--- config.mk ---
export PLATFORM = sky130hd
export DESIGN_NAME = sseq_ctrl
export DESIGN_NICKNAME = d
export VERILOG_FILES = /design/src/rtl/sseq_pkg.sv /design/src/rtl/sseq_ctrl.sv
export SDC_FILE = /design/constraint.sdc
export NUM_CORES = 1
export LEC_CHECK = 0
export BUFFER_PORTS_ARGS = -buffer_cell sky130_fd_sc_hd__buf_2
export CAP_MARGIN = 20
export CORE_UTILIZATION = 35
export CTS_CLUSTER_SIZE = 25
export DETAILED_ROUTE_END_ITERATION = 7
export PLACE_DENSITY_LB_ADDON = 0.05
export SETUP_SLACK_MARGIN = 0.1
export SLEW_MARGIN = 20
export SYNTH_ARGS = -nofsm -noshare
export SYNTH_HDL_FRONTEND = slang
export SYNTH_SLANG_ARGS = --single-unit
--- constraint.sdc ---
create_clock -name clk -period 2.5 [get_ports clk]
set_clock_uncertainty 0.05 [all_clocks]
set_input_delay 0.375 -clock clk [delete_from_list [all_inputs] [get_ports clk]]
set_output_delay 0.375 -clock clk [all_outputs]
set_load 0.01 [all_outputs]
--- src/rtl/sseq_pkg.sv ---
`default_nettype none
// ============================================================================
// sseq_pkg: shared types and constants of the step sequencer event engine
// Field widths, register indexes, action and event codes, the step entry
// layout and the command and status types between controller and datapath.
// ============================================================================
package sseq_pkg;

	// Configuration port.
	localparam int CFG_W     = 28;
	localparam int CFG_IDX_W = 2;
	localparam logic [CFG_IDX_W-1:0] REG_SPS    = 2'd0;
	localparam logic [CFG_IDX_W-1:0] REG_LEN    = 2'd1;
	localparam logic [CFG_IDX_W-1:0] REG_SMOOTH = 2'd2;

	localparam int SPS_W = 28;
	localparam int LEN_W = 7;
	localparam int SMF_W = 16;
	localparam logic [SPS_W-1:0] SPS_RESET = 28'd1536000;
	localparam logic [LEN_W-1:0] LEN_RESET = 7'd16;
	localparam logic [SMF_W-1:0] SMF_RESET = 16'd65208;
	localparam logic [SPS_W-1:0] ONE_SAMPLE = 28'd256;

	// Input item fields.
	localparam int ACT_W   = 2;
	localparam int SIDX_W  = 6;
	localparam int NOTE_W  = 7;
	localparam int VELO_W  = 8;
	localparam int BEND_W  = 14;
	localparam int PROB_W  = 9;
	localparam int RTG_W   = 4;
	localparam int DRAW_W  = 8;

	localparam logic [ACT_W-1:0] ACT_TICK  = 2'd0;
	localparam logic [ACT_W-1:0] ACT_WRITE = 2'd1;
	localparam logic [ACT_W-1:0] ACT_START = 2'd2;
	localparam logic [ACT_W-1:0] ACT_STOP  = 2'd3;

	// Result item fields.
	localparam int KIND_W = 2;
	localparam int VAL_W  = 14;
	localparam int DLY_W  = 20;
	localparam logic [KIND_W-1:0] EV_ON    = 2'd0;
	localparam logic [KIND_W-1:0] EV_OFF   = 2'd1;
	localparam logic [KIND_W-1:0] EV_WHEEL = 2'd2;
	localparam logic [VAL_W-1:0] WHEEL_CENTER = 14'd8192;
	localparam logic [VAL_W-1:0] WHEEL_MAX    = 14'd16383;

	// Internal state widths.
	localparam int POS_W  = 29;
	localparam int CUR_W  = 32;
	localparam int PROD_W = CUR_W + SMF_W + 1;
	localparam int LEN_CMP_W = 9;
	localparam int VEL_W  = 7;

	// Serial divider and retrigger sequencing.
	localparam int DVD_W = 32;
	localparam int DVS_W = 13;
	localparam int N_W   = 5;
	localparam int T_W   = 4;
	localparam int GATE_DIV = 320;
	localparam int AT_SHIFT = 8;
	localparam int VEL_STEPS = 10;

	// Velocity scaling: v*127*(10-t) is below 2^19, and multiplying by
	// ceil(2^31/2550) then dropping 31 bits gives the exact quotient by 2550.
	localparam int VX_W      = 19;
	localparam int VR_W      = 20;
	localparam int VEL_SHIFT = 31;
	localparam logic [VR_W-1:0] VEL_RECIP = 20'd842151;

	localparam int DEF_MAX_STEPS      = 64;
	localparam int DEF_MAX_RETRIGGERS = 8;

	typedef struct packed {
		logic                     active;
		logic [NOTE_W-1:0]        note;
		logic [VELO_W-1:0]        velocity;
		logic signed [BEND_W-1:0] bend;
		logic                     slide;
		logic [PROB_W-1:0]        probability;
		logic [RTG_W-1:0]         retrigger;
	} entry_t;

	typedef enum logic [3:0] {
		OP_NONE,
		OP_ACCEPT,
		OP_ADVANCE,
		OP_WRAP,
		OP_READ,
		OP_DECIDE,
		OP_SMUL,
		OP_SFIN,
		OP_GATE_GO,
		OP_AT_GO,
		OP_VEL_GO,
		OP_VEL_FIN,
		OP_EMIT_ON,
		OP_EMIT_OFF,
		OP_EMIT_WHEEL
	} dp_op_t;

	typedef struct packed {
		logic tick_go;
		logic pos_ge;
		logic wrap_ge;
		logic fire;
		logic div_done;
		logic vel_skip;
		logic out_free;
		logic last_trig;
		logic wheel_emit;
	} sts_t;

	typedef enum logic [1:0] {
		DST_GATE,
		DST_AT
	} div_dst_t;

endpackage
`default_nettype wire

--- src/rtl/sseq_ctrl.sv ---
`default_nettype none
// ============================================================================
// sseq_ctrl: sequencing state machine
// Steps the datapath through position update, entry fetch, smoothing,
// retrigger timing divisions and event output.
// ============================================================================
module sseq_ctrl (
	input  wire logic            clk,
	input  wire logic            arst_n,
	input  wire logic            in_valid,
	output logic                 in_ready,
	input  wire sseq_pkg::sts_t  sts,
	output sseq_pkg::dp_op_t     op
);
	import sseq_pkg::*;

	typedef enum logic [15:0] {
		S_IDLE = 16'b0000_0000_0000_0001,
		S_ADV  = 16'b0000_0000_0000_0010,
		S_WRAP = 16'b0000_0000_0000_0100,
		S_RD   = 16'b0000_0000_0000_1000,
		S_DEC  = 16'b0000_0000_0001_0000,
		S_SMUL = 16'b0000_0000_0010_0000,
		S_SFIN = 16'b0000_0000_0100_0000,
		S_GGO  = 16'b0000_0000_1000_0000,
		S_GWT  = 16'b0000_0001_0000_0000,
		S_AGO  = 16'b0000_0010_0000_0000,
		S_AWT  = 16'b0000_0100_0000_0000,
		S_VGO  = 16'b0000_1000_0000_0000,
		S_VWT  = 16'b0001_0000_0000_0000,
		S_ON   = 16'b0010_0000_0000_0000,
		S_OFF  = 16'b0100_0000_0000_0000,
		S_WHL  = 16'b1000_0000_0000_0000
	} state_t;

	state_t state_q;
	state_t state_d;

	always_ff @(posedge clk or negedge arst_n) begin
		if (!arst_n) begin
			state_q <= S_IDLE;
		end else begin
			state_q <= state_d;
		end
	end

	always_comb begin
		state_d = state_q;
		op      = OP_NONE;
		unique case (state_q)
			S_IDLE: begin
				if (in_valid) begin
					op = OP_ACCEPT;
					if (sts.tick_go) begin
						state_d = S_ADV;
					end
				end
			end
			S_ADV: begin
				op      = OP_ADVANCE;
				state_d = sts.pos_ge ? S_WRAP : S_RD;
			end
			S_WRAP: begin
				op = OP_WRAP;
				if (!sts.wrap_ge) begin
					state_d = S_RD;
				end
			end
			S_RD: begin
				op      = OP_READ;
				state_d = S_DEC;
			end
			S_DEC: begin
				op      = OP_DECIDE;
				state_d = S_SMUL;
			end
			S_SMUL: begin
				op      = OP_SMUL;
				state_d = S_SFIN;
			end
			S_SFIN: begin
				op      = OP_SFIN;
				state_d = sts.fire ? S_GGO : S_WHL;
			end
			S_GGO: begin
				op      = OP_GATE_GO;
				state_d = S_GWT;
			end
			S_GWT: begin
				if (sts.div_done) begin
					state_d = S_AGO;
				end
			end
			S_AGO: begin
				op      = OP_AT_GO;
				state_d = S_AWT;
			end
			S_AWT: begin
				if (sts.div_done) begin
					state_d = S_VGO;
				end
			end
			S_VGO: begin
				op      = OP_VEL_GO;
				state_d = sts.vel_skip ? S_ON : S_VWT;
			end
			S_VWT: begin
				op      = OP_VEL_FIN;
				state_d = S_ON;
			end
			S_ON: begin
				if (sts.out_free) begin
					op      = OP_EMIT_ON;
					state_d = S_OFF;
				end
			end
			S_OFF: begin
				if (sts.out_free) begin
					op      = OP_EMIT_OFF;
					state_d = sts.last_trig ? S_WHL : S_AGO;
				end
			end
			S_WHL: begin
				if (!sts.wheel_emit) begin
					state_d = S_IDLE;
				end else if (sts.out_free) begin
					op      = OP_EMIT_WHEEL;
					state_d = S_IDLE;
				end
			end
			default: begin
				state_d = S_IDLE;
			end
		endcase
	end

	assign in_ready = (state_q == S_IDLE);

endmodule
`default_nettype wire

==> reports/qor.yml <==
routing:
  postRouteAntennaNets: 0
  wl_per_cell_um: 15.9
  routed_wl_um: 3700
  vias_per_cell: 5.65
  drtPass1Iterations: 4
  num_vias: 1310
  drc_errors: 0
  drt-initial-drc-count: 78
place:
  post-dp-hpwl_um: 2730
  pre_cts_slack_ps: 69.1
  place.gp.congestion: 0.881
  io_buffers: 16
  dp.cells: 215
final_layout:
  final_cells: 232
  n_antenna_cell: 0
  largest_reg_flops: 16
  drive_gt1_share_pct: 43.5
  fill_cells: 361
  finish.net_count: 199
  top_regs: "state_q x16"
  area_growth_pct: 37.8
  regMostFlops: "state_q"
logic_synthesis:
  synth_edf_count: 0
  synth_cell_types: 48
  yosysMostFrequentCell: "dfrtp_1"
  synth_area_leader_cell: "dfrtp_1"
  netlist_area_mm2: 0.00124
  postSynthAreaPerCell_um2: 8.52
  ys_ff_latch: 16
  synth_area_leaders: "dfrtp_1 (30%), nor2_1 (3.9%), nor4_1 (3.5%), xor2_1 (3.5%), nand4_1 (3.0%)"
  synthFlopType: "dfrtp_1"
  asyncSetResetFlopFracSynth_pct: 100
  yosys_warnings: 0
  synth.top_cell.area_share_pct: 30.2
  synth_common_cells: "dfrtp_1 (15), nor2_1 (13), nand2_1 (9)"
  synth_cells: 146
  syn-num-nets: 158
  yosysSeqAreaShare_pct: 32.3
sta:
  rsz0062_at_grt: "true"
  fin_tns_setup_ps: -319
  fin_ws_ps: -105
  setup_viol_count_final: 6
  post-route-period-util_pct: 104
  clock.fmax_mhz: 384
  drv_slew: 0
  maxSlewHeadroom_pct: 73.6
  min_period_ps: 2610
  worst_slew_pin_slew_ps: 393
  hold_viol_final: 0
clock_network:
  clkSinkCount: 16
  path_clk_slew_ps: 110
  cts_root_buffer: "clkbuf_4"
  htreeDepth: 1
  cts_max_path_buffers: 2
  clkLatencyLatePin_ps: 300
  cts_tree: "yes"
  cts_made_buffers: 3
die:
  die_w_um: 61.6
  dieArea_mm2: 0.00380
  num_rows: 21
  start_util_pct: 37.0
  io_pins: 17
  die_height_um: 61.6
  core_area_mm2: 0.00336
setup_path:
  crit_required_ps: 2080
  worstSetupPathType: "reg2out"
  r2r_cells: 8
  rr_endpoint: "state_q[15]$_DFFE_PN0P_"
  worst_setup_path_end_kind: "output pin"
  worstReg2RegStart: "state_q[12]$_DFFE_PN0P_"
  worstPathMaxFanout: 4
  ff2ff_setup_slack_ps: -20
  crit_arrival_ps: 2180
  start_kind: "register"
outcome:
  status: "finished, violations left"
  failed_checks: "setup timing"
global_routing:
  grt-ovfl-total: 0
  grtUsageTotal_pct: 21.3
  grt_pass1_vias: 1235
  grt_pass1_wl_um: 5780
  antenna_found_initial: 0
  grt_max_degree: 17
power_and_ir_drop:
  vdd_ir_drop_max_mv: 0.339
  p_per_area_mw_per_mm2: 691
  leakage_nw: 0.811
flow_run:
  maxCapViolCount: 0
hold_path:
  hp-class: "in2reg"
  hold_end: "state_q[12]$_DFFE_PN0P_"
  min_from: "sts[3]"
  min_path_cells: 2
## what timing repair did
item / in CTS / in global routing
setup endpoints to repair: 5 / 6
cloned: 0 / 0
setup buffers: 10 / 2
pin swaps: 9 / 3
hold endpoints to repair: 15 / 0
resized for setup: 16 / 11
hold buffers: 1 / 0
## worst max path at each step
stage / from / depth (start not counted) / to / slack [ps]
2_1_floorplan: state_q[12]$_DFFE_PN0P_ / 6 / op[0] / 300
4_1_cts: state_q[13]$_DFFE_PN0P_ / 6 / in_ready / -50
3_5_place_dp: state_q[12]$_DFFE_PN0P_ / 6 / op[1] / 70
6_report: state_q[12]$_DFFE_PN0P_ / 6 / op[2] / -110
5_1_grt: state_q[12]$_DFFE_PN0P_ / 6 / op[2] / -150
3_3_place_gp: state_q[12]$_DFFE_PN0P_ / 6 / op[1] / 100
## layout make-up
class	instances	area, um2	share of cell area, %
Clock buffer	4	36.3	2.12
Inverter	4	15.0	0.876
Multi-Input combinational cell	114	865	50.4
Sequential cell	16	408	23.8
Tap cell	46	57.6	3.36
Timing Repair Buffer	48	333	19.4
## worst max-delay path, cell delays in order, from the launching register on
cell	delay, ps
dfrtp_2	450
or4_4	570
buf_4	170
nor4_4	310
a32oi_1	180
nand2_1	110
buf_6	100
## cells by family after synthesis
group / count (synthesis) / share of synthesized area [%]
DFF: 16 / 32.3
AOI/OAI and AO/OA: 24 / 13.0
and+or+nand+nor: 81 / 41.3
xor gates and xnor gates: 6 / 4.23
buffers and inverters: 16 / 6.54
muxes: 3 / 2.62
## per-layer routing
layer	vias up	global-route usage [%]	wire length, um
li1	630	-	-
met2	28	35.9	1820
met3	4	2.10	115
met5	-	0	0
met4	0	6.35	56
met1	648	28.7	1710
## through the flow
step	area [um2]	total power [mW]	hold WS, ps	util [%]
6_report	1710	1.18	172	51.0
5_1_grt	1710	1.26	189	51.0
4_1_cts	1650	1.12	174	48.9
3_5_place_dp	1460	0.842	275	43.3
3_3_place_gp	1460	0.835	269	43.3
2_1_floorplan	1240	0.653	29.4	-
## where the power goes
part / switching [mW] / internal [mW]
registers: 0.0414 / 0.291
clock network: 0.0932 / 0.0888
logic: 0.348 / 0.322
## cells in the final DEF (no fill, tap or decap), types with 2 or more instances in the layout
| cell type | count |
|---|---|
| nor3b_1 | 2 |
| and3_1 | 2 |
| nor3_1 | 4 |
| nand3b_1 | 4 |
| o21ai_0 | 6 |
| clkbuf_4 | 3 |
| dfrtp_2 | 5 |
| buf_6 | 2 |
| nand2_1 | 8 |
| nand2b_1 | 3 |
| nor4b_1 | 4 |
| nor2b_1 | 2 |
| nor2_1 | 12 |
| buf_4 | 30 |
| o21ai_1 | 4 |
| or4_4 | 4 |
| buf_2 | 15 |
| nor3_4 | 2 |
| xor2_1 | 5 |
| dfrtp_1 | 10 |
| nor4_4 | 5 |
| nor3b_2 | 2 |
| nand2_2 | 2 |
| nand3_2 | 3 |
| a21oi_1 | 2 |
| nand3_1 | 5 |
| or4_1 | 2 |
| inv_1 | 3 |
| nand4_1 | 6 |
| nor4_1 | 5 |
No activity file was read; power rests on OpenSTA's default activity.
